<file path="src/rtl/core/height_color_ramp_macros.svh">
// assertion macros for the height color ramp rtl
`ifndef HEIGHT_COLOR_RAMP_MACROS_SVH
`define HEIGHT_COLOR_RAMP_MACROS_SVH

// property checked on every rising clock edge outside reset
`define HCR_ASSERT(lbl, prop, msg) \
	lbl: assert property (@(posedge clk) disable iff (!arst_n) prop) else $error(msg);

// consequence checked in the cycle after the antecedent
`define HCR_ASSERT_NEXT(lbl, ante, cons, msg) \
	lbl: assert property (@(posedge clk) disable iff (!arst_n) (ante) |=> (cons)) \
		else $error(msg);

`endif

</file>
<file path="src/rtl/core/hcr_pkg.sv">
// types and constants of the height color ramp
`timescale 1ns / 1ps
package hcr_pkg;

	localparam int HEIGHT_BITS = 16;
	localparam int COLOR_W     = 24;
	localparam int CHAN_W      = 8;
	localparam int NCHAN       = 3;
	localparam int MAXH_W      = 15;
	localparam int MINH_W      = 16;
	localparam int CMP_W       = (HEIGHT_BITS > MINH_W) ? HEIGHT_BITS : MINH_W;
	localparam int PIX_W       = 15;
	localparam int LEN_W       = 16;
	localparam int DEN_W       = LEN_W + 1;
	localparam int MAG_W       = PIX_W + CHAN_W;
	localparam int REM_W       = MAG_W + 2;
	localparam int IN_W        = ((HEIGHT_BITS + COLOR_W + 7) / 8) * 8;
	localparam int IDX_W       = 3;
	// stage of the first division register, and of the output register
	localparam int DIV_BASE    = 4;
	localparam int NSTG        = DIV_BASE + CHAN_W + 1;

	typedef enum logic [IDX_W-1:0] {
		REG_MAX_HEIGHT,
		REG_MIN_HEIGHT,
		REG_TOP_COLOR,
		REG_BASE_COLOR,
		REG_BOTTOM_COLOR,
		REG_FALLBACK_COLOR
	} reg_idx_t;

	localparam logic [COLOR_W-1:0] TOP_COLOR_RST    = 24'hFF00FF;
	localparam logic [COLOR_W-1:0] BASE_COLOR_RST   = 24'hFFFFFF;
	localparam logic [COLOR_W-1:0] BOTTOM_COLOR_RST = 24'h00FF00;

	typedef logic [NCHAN-1:0][CHAN_W-1:0] chans_t;

	// color holds the start color of a blend, else the final color
	typedef struct packed {
		logic               blend;
		logic [COLOR_W-1:0] color;
		logic [NCHAN-1:0]   neg;
		logic [DEN_W-1:0]   den2;
	} item_t;

	typedef struct packed {
		logic [NCHAN-1:0][REM_W-1:0]  rem;
		logic [NCHAN-1:0][CHAN_W-1:0] quo;
	} quot_t;

endpackage

</file>
<file path="src/rtl/core/height_color_ramp.sv">
// height color ramp: per-point color from explicit color or height gradient
//
//   channel   direction  handshake                 content
//   s_*       in         s_tvalid / s_tready       height, explicit color
//   m_*       out        m_tvalid / m_tready       point color
//   cfg_*     in         cfg_valid / cfg_ready     register index, write data
//
// one word per cycle sustained while m_tready stays high; 13 register stages, the output
// register (stage 13) loads an accepted word once it has passed through stages 1 to 12
// most stages belong to the restoring divider, one quotient bit per stage, 8 stages
// reset clears the stage valid bits and loads the register reset colors
// a stalled output holds its word; earlier stages keep filling bubbles, and each
// stops only when it and every later stage are occupied
`timescale 1ns / 1ps
`include "height_color_ramp_macros.svh"

module height_color_ramp (
	input  logic                        clk,
	input  logic                        arst_n,
	input  logic                        s_tvalid,
	output logic                        s_tready,
	input  logic [hcr_pkg::IN_W-1:0]    s_tdata,    // height, explicit_color
	output logic                        m_tvalid,
	input  logic                        m_tready,
	output logic [hcr_pkg::COLOR_W-1:0] m_tdata,    // point_color
	input  logic                        cfg_valid,
	output logic                        cfg_ready,
	input  logic [hcr_pkg::IDX_W-1:0]   cfg_index,
	input  logic [hcr_pkg::COLOR_W-1:0] cfg_data
);
	import hcr_pkg::*;

	localparam int FIN = DIV_BASE + CHAN_W;

	logic [MAXH_W-1:0]        max_height_q;
	logic signed [MINH_W-1:0] min_height_q;
	logic [COLOR_W-1:0]       top_color_q;
	logic [COLOR_W-1:0]       base_color_q;
	logic [COLOR_W-1:0]       bottom_color_q;

	logic signed [MINH_W-1:0] hi_c;
	logic signed [MINH_W-1:0] lo_c;

	logic [NSTG:1]   vld_s;
	logic [NSTG+1:1] ld;

	// configuration
	assign cfg_ready = 1'b1;

	always_ff @(posedge clk or negedge arst_n) begin
		if (!arst_n) begin
			max_height_q   <= '0;
			min_height_q   <= '0;
			top_color_q    <= TOP_COLOR_RST;
			base_color_q   <= BASE_COLOR_RST;
			bottom_color_q <= BOTTOM_COLOR_RST;
		end else if (cfg_valid) begin
			case (reg_idx_t'(cfg_index))
				REG_MAX_HEIGHT:     max_height_q   <= cfg_data[MAXH_W-1:0];
				REG_MIN_HEIGHT:     min_height_q   <= cfg_data[MINH_W-1:0];
				REG_TOP_COLOR:      top_color_q    <= cfg_data;
				REG_BASE_COLOR:     base_color_q   <= cfg_data;
				REG_BOTTOM_COLOR:   bottom_color_q <= cfg_data;
				// the color rules always override the fallback, nothing to keep
				REG_FALLBACK_COLOR: ;
				default: ;
			endcase
		end
	end

	assign hi_c = {1'b0, max_height_q};
	assign lo_c = (min_height_q > 0) ? '0 : min_height_q;

	// stage load enables, ready travels back from the output register
	always_comb begin
		ld[NSTG+1] = m_tready;
		for (int k = NSTG; k >= 1; k--) begin
			ld[k] = !vld_s[k] || ld[k+1];
		end
	end

	assign s_tready = ld[1];
	assign m_tvalid = vld_s[NSTG];

	always_ff @(posedge clk or negedge arst_n) begin
		if (!arst_n) begin
			vld_s <= '0;
		end else begin
			if (ld[1]) begin
				vld_s[1] <= s_tvalid;
			end
			for (int k = 2; k <= NSTG; k++) begin
				if (ld[k]) begin
					vld_s[k] <= vld_s[k-1];
				end
			end
		end
	end

	// stage 1: clamp the height into the configured range
	logic signed [HEIGHT_BITS-1:0] h_in;
	logic signed [CMP_W-1:0]       h_x;
	logic signed [CMP_W-1:0]       hi_x;
	logic signed [CMP_W-1:0]       lo_x;
	logic signed [MINH_W-1:0]      h_cl;
	logic signed [MINH_W-1:0]      h_s1;
	logic [COLOR_W-1:0]            expl_s1;

	always_comb begin
		h_in = s_tdata[HEIGHT_BITS-1:0];
		h_x  = CMP_W'(h_in);
		hi_x = CMP_W'(hi_c);
		lo_x = CMP_W'(lo_c);
		if (h_x > hi_x) begin
			h_cl = hi_c;
		end else if (h_x < lo_x) begin
			h_cl = lo_c;
		end else begin
			h_cl = h_x[MINH_W-1:0];
		end
	end

	always_ff @(posedge clk) begin
		if (ld[1]) begin
			h_s1    <= h_cl;
			expl_s1 <= s_tdata[HEIGHT_BITS +: COLOR_W];
		end
	end

	// stage 2: pick the rule, blend operands and per-channel differences
	item_t            item_c2;
	logic [PIX_W-1:0] pix_c2;
	chans_t           absd_c2;
	item_t            item_s2;
	logic [PIX_W-1:0] pix_s2;
	chans_t           absd_s2;

	always_comb begin
		logic                 is_expl;
		logic                 at_top;
		logic                 at_zero;
		logic                 at_bot;
		logic                 pos;
		logic [COLOR_W-1:0]   end_c;
		logic [MINH_W:0]      h_lo;
		logic [MINH_W:0]      neg_lo;
		logic [LEN_W-1:0]     len;
		chans_t               st;
		chans_t               en;

		is_expl = (expl_s1 != '0);
		at_top  = (h_s1 == hi_c);
		at_zero = (h_s1 == '0);
		at_bot  = (h_s1 == lo_c) && (lo_c != '0);
		pos     = !h_s1[MINH_W-1];
		h_lo    = {h_s1[MINH_W-1], h_s1} - {lo_c[MINH_W-1], lo_c};
		neg_lo  = '0 - {lo_c[MINH_W-1], lo_c};

		item_c2.blend = !is_expl && !at_top && !at_zero && !at_bot;
		if (is_expl) begin
			item_c2.color = expl_s1;
		end else if (at_top) begin
			item_c2.color = top_color_q;
		end else if (at_zero) begin
			item_c2.color = base_color_q;
		end else if (at_bot) begin
			item_c2.color = bottom_color_q;
		end else if (pos) begin
			item_c2.color = base_color_q;
		end else begin
			item_c2.color = bottom_color_q;
		end

		end_c  = pos ? top_color_q : base_color_q;
		pix_c2 = pos ? h_s1[PIX_W-1:0] : h_lo[PIX_W-1:0];
		len    = pos ? {1'b0, max_height_q} : neg_lo[LEN_W-1:0];
		item_c2.den2 = {len, 1'b0};

		st = chans_t'(item_c2.color);
		en = chans_t'(end_c);
		for (int c = 0; c < NCHAN; c++) begin
			item_c2.neg[c] = (en[c] < st[c]);
			absd_c2[c]     = item_c2.neg[c] ? (st[c] - en[c]) : (en[c] - st[c]);
		end
	end

	always_ff @(posedge clk) begin
		if (ld[2]) begin
			item_s2 <= item_c2;
			pix_s2  <= pix_c2;
			absd_s2 <= absd_c2;
		end
	end

	// stage 3: magnitude of pixel times difference
	item_t                      item_s3;
	logic [NCHAN-1:0][MAG_W-1:0] mag_s3;

	always_ff @(posedge clk) begin
		if (ld[3]) begin
			item_s3 <= item_s2;
			for (int c = 0; c < NCHAN; c++) begin
				mag_s3[c] <= MAG_W'(pix_s2) * MAG_W'(absd_s2[c]);
			end
		end
	end

	// stages 4 to 12: pipe_s[k] and div_s[k] sit in stage DIV_BASE + k
	// dividend 2*mag + len over 2*len rounds the quotient half away from zero
	item_t pipe_s [0:CHAN_W];
	quot_t div_s  [0:CHAN_W];

	always_ff @(posedge clk) begin
		if (ld[DIV_BASE]) begin
			pipe_s[0] <= item_s3;
			for (int c = 0; c < NCHAN; c++) begin
				div_s[0].rem[c] <= REM_W'({mag_s3[c], 1'b0})
					+ REM_W'(item_s3.den2[DEN_W-1:1]);
				div_s[0].quo[c] <= '0;
			end
		end
	end

	for (genvar k = 1; k <= CHAN_W; k++) begin : g_div
		quot_t nxt;

		// one quotient bit per stage, most significant first
		always_comb begin
			logic [REM_W:0] sub;
			nxt = div_s[k-1];
			for (int c = 0; c < NCHAN; c++) begin
				sub = (REM_W+1)'(div_s[k-1].rem[c])
					- ((REM_W+1)'(pipe_s[k-1].den2) << (CHAN_W - k));
				if (!sub[REM_W]) begin
					nxt.rem[c]              = sub[REM_W-1:0];
					nxt.quo[c][CHAN_W - k]  = 1'b1;
				end
			end
		end

		always_ff @(posedge clk) begin
			if (ld[DIV_BASE + k]) begin
				div_s[k]  <= nxt;
				pipe_s[k] <= pipe_s[k-1];
			end
		end
	end

	// output stage: apply the sign and add the start color, or pass the final color when not blending
	chans_t             blend_c;
	logic [COLOR_W-1:0] color_s13;
	logic               chan_ovf;
	logic               rem_ok;

	always_comb begin
		chans_t        st;
		logic [CHAN_W:0] sum;
		st       = chans_t'(pipe_s[CHAN_W].color);
		chan_ovf = 1'b0;
		rem_ok   = 1'b1;
		for (int c = 0; c < NCHAN; c++) begin
			if (pipe_s[CHAN_W].neg[c]) begin
				sum = {1'b0, st[c]} - {1'b0, div_s[CHAN_W].quo[c]};
			end else begin
				sum = {1'b0, st[c]} + {1'b0, div_s[CHAN_W].quo[c]};
			end
			blend_c[c] = sum[CHAN_W-1:0];
			chan_ovf   = chan_ovf | sum[CHAN_W];
			rem_ok     = rem_ok && (div_s[CHAN_W].rem[c] < REM_W'(pipe_s[CHAN_W].den2));
		end
	end

	always_ff @(posedge clk) begin
		if (ld[NSTG]) begin
			color_s13 <= pipe_s[CHAN_W].blend ? COLOR_W'(blend_c) : pipe_s[CHAN_W].color;
		end
	end

	assign m_tdata = color_s13;

	// checks
	`HCR_ASSERT(a_ready_low_only_full, !s_tready |-> (m_tvalid && !m_tready), "input stalled with room in the pipeline")
	`HCR_ASSERT_NEXT(a_accept_fills_s1, s_tvalid && s_tready, vld_s[1], "accepted word missing from stage 1")
	`HCR_ASSERT(a_blend_len_nonzero, (vld_s[3] && item_s3.blend) |-> (item_s3.den2 != '0), "blend with zero length")
	`HCR_ASSERT(a_div_rem_small, (vld_s[FIN] && pipe_s[CHAN_W].blend) |-> rem_ok, "division remainder not below divisor")
	`HCR_ASSERT(a_chan_no_wrap, (vld_s[FIN] && pipe_s[CHAN_W].blend) |-> !chan_ovf, "blended channel out of range")

endmodule

</file>
<file path="config.mk">
export PLATFORM = sky130hd
export DESIGN_NAME = height_color_ramp
export DESIGN_NICKNAME = d
export VERILOG_FILES = /design/src/rtl/core/hcr_pkg.sv /design/src/rtl/core/height_color_ramp.sv
export VERILOG_INCLUDE_DIRS = /design/src /design/src/rtl/core
export SDC_FILE = /design/constraint.sdc
export NUM_CORES = 2
export LEC_CHECK = 0
export BUFFER_PORTS_ARGS = -buffer_cell sky130_fd_sc_hd__buf_2
export CAP_MARGIN = 20
export CORE_MARGIN = 4
export CORE_UTILIZATION = 64
export CTS_CLUSTER_DIAMETER = 60
export DETAILED_ROUTE_END_ITERATION = 8
export GPL_ROUTABILITY_DRIVEN = 0
export MAX_ROUTING_LAYER = met4
export PLACE_DENSITY = 0.89
export SLEW_MARGIN = 20
export SYNTH_ARGS = -nofsm -noshare
export SYNTH_HDL_FRONTEND = slang
export SYNTH_SLANG_ARGS = --single-unit
</file>
<file path="constraint.sdc">
create_clock -name clk -period 16.1 [get_ports clk]
set_input_delay 4.025 -clock clk [delete_from_list [all_inputs] [get_ports clk]]
set_output_delay 4.025 -clock clk [all_outputs]
set_load 0.01 [all_outputs]
</file>
Yosys cells after proc, flatten, opt, wreduce, memory -nomap -nowiden. Memory sizes are Yosys's and may differ from the RTL's. Index checks and enable logic that the tools add are counted.

Register bits after elaboration: 376. Memory bits (writable): 1296. Bits of input ports: 72. Logic and storage cells: 223. Memories: 2.

$add $sub $neg: 41. Multiply operators: 3. $lt $le $gt $ge: 6. Equality and inequality tests: 6. Muxes and demuxes: 84. Reduce and logical (&&, ||, !) cells: 43.

Memories: div_s (depth 9, bits a word 99, rd ports 9, clocked after memory_dff 0, wr ports 9, line height_color_ramp.sv:211) `quot_t div_s [0:CHAN_W];`; pipe_s (depth 9, bits a word 45, rd ports 9, clocked after memory_dff 0, wr ports 9, line height_color_ramp.sv:210) `item_t pipe_s [0:CHAN_W];`.

Operators by type and width (count): 25-bit 2-to-1 mux (24); 24-bit 2-to-1 mux (7); 25-bit by 17-bit subtractor with 26-bit output (3); 25-bit by 18-bit subtractor with 26-bit output (3); 25-bit by 19-bit subtractor with 26-bit output (3); 25-bit by 20-bit subtractor with 26-bit output (3); 25-bit by 21-bit subtractor with 26-bit output (3); 25-bit by 22-bit subtractor with 26-bit output (3); 25-bit by 23-bit subtractor with 26-bit output (3); 25-bit by 24-bit subtractor with 26-bit output (3); 24-bit by 16-bit adder with 25-bit output (3); 8-bit subtractor (9); 15-bit by 8-bit multiplier with 23-bit output (3); 8-bit 2-to-1 mux (6); 15-bit 2-to-1 mux (3); 1-bit 2-to-1 mux (42); 16-bit == test (2); 16-bit 2-to-1 mux (2); 8-bit adder (3); 8-bit less-than comparator (3); 24-bit nonzero test (1); 1-bit zero test (17); 16-bit by 1-bit > comparator with 1-bit output, second input constant (1); 16-bit > comparator (1); 12 further kinds (32).

Longest topological paths before layout.
Depth after elaboration: 14. Gate-level depth with buffers: 21. Depth with buffers taken out: 19.

Worst setup path after synthesis. No wires, ideal clock.

Kind: in2out. From: in m_tready. To: out s_tready. Arrival time: 10122 ps. Required time: 12075 ps. Path slack: 1953 ps. Stages on the path: 7. Buffers on the path: 0. Cells stage by stage: nor2b_1 nand2_1 nor2_1 nand2_1 nor2_1 and2_1 nand4_1.

Word-level cells in the longest chain between the ends: 13.

RTL lines: start: declaration (line height_color_ramp.sv:24) `input logic m_tready,`; 1-bit logical OR (2 in series) (line height_color_ramp.sv:78) `ld[k] = !vld_s[k] || ld[k+1];`; via ld (one bit) (line height_color_ramp.sv:45) `logic [NSTG+1:1] ld;`; 1-bit logical OR (4 in series) (line height_color_ramp.sv:78); via ld (one bit) (line height_color_ramp.sv:45); 1-bit logical OR (7 in series) (line height_color_ramp.sv:78); end: declaration (line height_color_ramp.sv:21) `output logic s_tready,`.

The timed path passes the listed nets, and every way through them passes these cells.

Worst setup path after layout. Ends and elaborated chain as after synthesis.

==> metrics list <==
- In this design, the stage delay of the slowest critical-path cell is 670 ps.
- Critical path fanouts, max: 57
- Final setup violating endpoints: 0
- For this run, the total global-route usage over all layers was measured as between 30% and 40%.
- Total negative setup slack: 0 ps
- The final hold violation count was 0.
- The region available for standard cell placement spans roughly 0.13 mm^2.
- Relative slew slack: a little under a quarter
* Worst Setup End Kind: output pin
- Class of the worst hold path: reg2reg
- Port buffering added 97 buffers.
- Capturing point of the worst reg2reg path: mag_s3[65]$_DFFE_PP_
- TritonCTS clock tree: done
* Total number of clock tree sinks: around 1,400
* Met2 track demand over resource in global routing: 51.9%
- Across the run, the number of max-cap violations was 0.
- The netlist uses 86 different library cells.
* Maximum buffer depth of the clock tree: 3
- Netlist area before placement: 0.0853 mm^2
- Total vias in the final route: approximately 60,000
* Cell type contributing the most total cell area after synthesis: sky130_fd_sc_hd__edfxtp_1
- The via count of the first global-routing pass is 61,900.
* Number of antenna violations at the first check in global routing: 5
- Transition at the pin with the smallest max-transition slack: about 1200 ps
- The first global-routing pass estimated 333,000 um of wire.
* Post-layout min period: 12,060 ps
- Layout cell share with drive strength beyond 1: 7.88%
- After detailed routing, the total wire length is about 210,000 um.
* Hold-critical path endpoint: item_s3[24]$_DFFE_PP_
* Biggest area contributors in the synthesized netlist: sky130_fd_sc_hd__edfxtp_1, sky130_fd_sc_hd__ha_1, sky130_fd_sc_hd__fa_1
- Cells along the critical path: buf_2, nor2b_1, nand2_2, buf_4, nor2_1, nand2_4, nor2_1, and2_1, nand4_1, buf_4, buf_2
- Start of the worst register-to-register path: pix_s2[2]$_DFFE_PP_
* R2r worst-path depth: 16
* Setup bufs post-CTS: 0
- In this run the number of H-tree levels came out at 4.
- The filler cells instantiated in the layout total a little under 8,000.
- Outcome: complete, no violations
* Detailed-routing iteration count for the pre-antenna-repair pass: 9
- Insertion delay to the later sink of the worst-skew pair: 810 ps
* Die span in x: between 300 and 400 um
- Entering global routing, the biggest net connects 85 pins.
* Post_cts resized: 0
- For met1 alone, demand over resource in global routing was about a third.
- Unrepaired setup endpoints after global routing: no
* Number of nets still failing antenna checks after routing: 0
- Via density per instance: around 6.5
- Maximum achievable frequency: 82.9 MHz
- Counting every net in the synthesized netlist gives between 8,000 and 9,000.
* Sequential cell area in the final layout: ~0.043 mm^2
- Clock tree root driver cell: sky130_fd_sc_hd__clkbuf_16
- Dividing the detail-routed wire length by the instance count gives approximately 23 um.
* Syn Inst Count: between 7,000 and 8,000
- Number of hold-repair buffers added at the cts stage: 0
- Global routing finished with a remaining overflow of 0.
- Fin cells: just over 9,000
- Required time of the worst setup path: 12,070 ps
- The count of pins over their slew limit was 0.
* Worst Hold Path Cells: 0
* Number of placed cells counting well taps: 8,953
- Critical path startpoint category: primary input
* Portion of synthesized cell area occupied by the leading cell type: a little under half
* Initial drt markers: roughly 7,400
- Cts bufs inserted: roughly 140
- Most instantiated cells after synthesis: sky130_fd_sc_hd__edfxtp_1, sky130_fd_sc_hd__ha_1, sky130_fd_sc_hd__inv_1, sky130_fd_sc_hd__nand2_1, sky130_fd_sc_hd__a21oi_1
- Die area: 0.139 mm^2
- The layer flagged by global routing as most heavily used is met2.
- Relative to the synthesized area, the layout overhead comes to 8.78%.
- Setup Skew: about 45 ps
- During I/O placement, the number of pins put on the boundary was 99.
- Startpoint of the worst hold path: item_s2[24]$_DFFE_PP_
- Number of flip-flops and latches in the synthesized netlist: 1,440
- The most common cell in the synthesized netlist is sky130_fd_sc_hd__edfxtp_1.
- Cell type group with the largest total delay on the critical path: simple AND/OR/NAND/NOR gates
- Counting both buffers and inverters, the worst setup path holds a total of 4.
* Post-CTS clock slew at the launch and capture registers of the worst setup and hold paths: 60 ps
- Counting flops with a built-in enable in the synthesized netlist gives roughly 1,300.
- Die H: 373 um
- Ys flop type: sky130_fd_sc_hd__edfxtp_1
- Fin Hold WS: 411 ps
- Site Rows: between 100 and 150
* Ys Warns: 0
- Portion of the clock cycle consumed by the worst path in the final layout: about three quarters
* Starting utilization of the core area: around 65%
* Final nets: 8,357
- Combined area of the multi-input logic cells: 0.0399 mm^2
- Mean post-synth cell area: 11.8 um^2
- By startpoint and endpoint, the worst setup path is classified as in2out.
* Detailed-route DRC error count: 0
- The share of the Yosys chip area taken by registers is about half.
* R2r setup slk: 9750 ps
* Met3 capacity usage during global routing: 5.11%
* HPWL reported at the end of detailed placement: 144,000 um
* Share of flip-flops with an asynchronous set or reset after synthesis: around 8%
* Highest-delay cell along the critical path: sky130_fd_sc_hd__nor2_1
- STA puts the critical path data arrival time at ~8000 ps.
## final cells by class
cell class | instances | share of cell area [%]
well taps | 1755 | 2.37
diodes | 8 | 0.0216
clock buffers | 176 | 4.11
flip-flops and latches | 1440 | 46.0
multi-input cells | 5006 | 43.0
repair buffers | 154 | 1.02
clock inverters | 87 | 1.03
inverters | 600 | 2.43
## flip-flops by register name, indices dropped and copies added, names as in the netlist
name and cells:
item_s2 44, top_color_q 24, absd_s2 24, pix_s2 15, div_s 685, mag_s3 69, m_tdata 24, item_s3 44
bottom_color_q 24, base_color_q 24, vld_s 13, min_height_q 16, expl_s1 24, h_s1 16, max_height_q 15, pipe_s 379
## metrics by stage
stage | util (%) | setup slack [ps] | instance area (um^2)
after floorplan | - | 1950 | 85300
after global placement | 66.7 | 4420 | 88000
after detailed placement | 66.7 | 4220 | 88000
after CTS | 70.3 | 4030 | 92800
after global routing | 70.3 | 3820 | 92800
final | 70.3 | 4040 | 92800
## routing by layer
metal  part of all wire (%)  up-vias
met3                    8.5     1183
met5                      0        -
met4                    7.3        0
li1                       -    26200
met1                     35    28600
met2                     49     3853
## how the worst max path moves through the flow
stage                     slack, ps       end      from  cells past startpoint
after floorplan                1950  s_tready  m_tready                      7
after global placement         4420  s_tready  m_tready                     11
final                          4040  s_tready  m_tready                     11
after detailed placement       4220  s_tready  m_tready                     11
after global routing           3820  s_tready  m_tready                     11
after CTS                      4030  s_tready  m_tready                     11
## placed cells by master (no fill, tap or decap), types with 23 or more instances in the layout
master	count
sky130_fd_sc_hd__or3_1	40
sky130_fd_sc_hd__ha_1	673
sky130_fd_sc_hd__nor2_1	396
sky130_fd_sc_hd__clkbuf_16	146
sky130_fd_sc_hd__o21bai_1	34
sky130_fd_sc_hd__dfstp_2	48
sky130_fd_sc_hd__clkbuf_1	25
sky130_fd_sc_hd__o31ai_1	39
sky130_fd_sc_hd__xor2_1	190
sky130_fd_sc_hd__inv_1	580
sky130_fd_sc_hd__nor2b_1	101
sky130_fd_sc_hd__buf_4	56
sky130_fd_sc_hd__clkinv_2	28
sky130_fd_sc_hd__and3_1	45
sky130_fd_sc_hd__mux2_1	208
sky130_fd_sc_hd__a21oi_1	398
sky130_fd_sc_hd__dfrtp_1	68
sky130_fd_sc_hd__nor4_1	37
sky130_fd_sc_hd__nand2b_1	111
sky130_fd_sc_hd__nand2_1	521
sky130_fd_sc_hd__and2_1	239
sky130_fd_sc_hd__buf_2	96
sky130_fd_sc_hd__nor3_1	109
sky130_fd_sc_hd__a211oi_1	42
sky130_fd_sc_hd__a31oi_1	48
sky130_fd_sc_hd__o21ai_0	139
sky130_fd_sc_hd__nand3_1	89
sky130_fd_sc_hd__o21a_1	104
sky130_fd_sc_hd__o211ai_1	23
sky130_fd_sc_hd__fa_1	268
sky130_fd_sc_hd__o21ai_1	240
sky130_fd_sc_hd__a21boi_1	25
sky130_fd_sc_hd__mux2_2	78
sky130_fd_sc_hd__xnor2_1	280
sky130_fd_sc_hd__a21o_1	121
sky130_fd_sc_hd__mux2i_1	82
sky130_fd_sc_hd__edfxtp_1	1324
## cell families after synthesis
| kind of cell | Yosys count | share of synthesized area, % |
|---|---|---|
| other | 1 | 0.00439 |
| AOI/OAI and AO/OA | 1414 | 10.4 |
| DFF | 1440 | 50.1 |
| buffers and inverters | 762 | 3.36 |
| adders and majority gates | 941 | 16.2 |
| muxes | 368 | 4.74 |
| xor gates and xnor gates | 470 | 4.82 |
| and+or+nand+nor | 1812 | 10.4 |
Power is not shown: default switching activity piles up to over one toggle a cycle in this logic, so the estimate is an artifact.
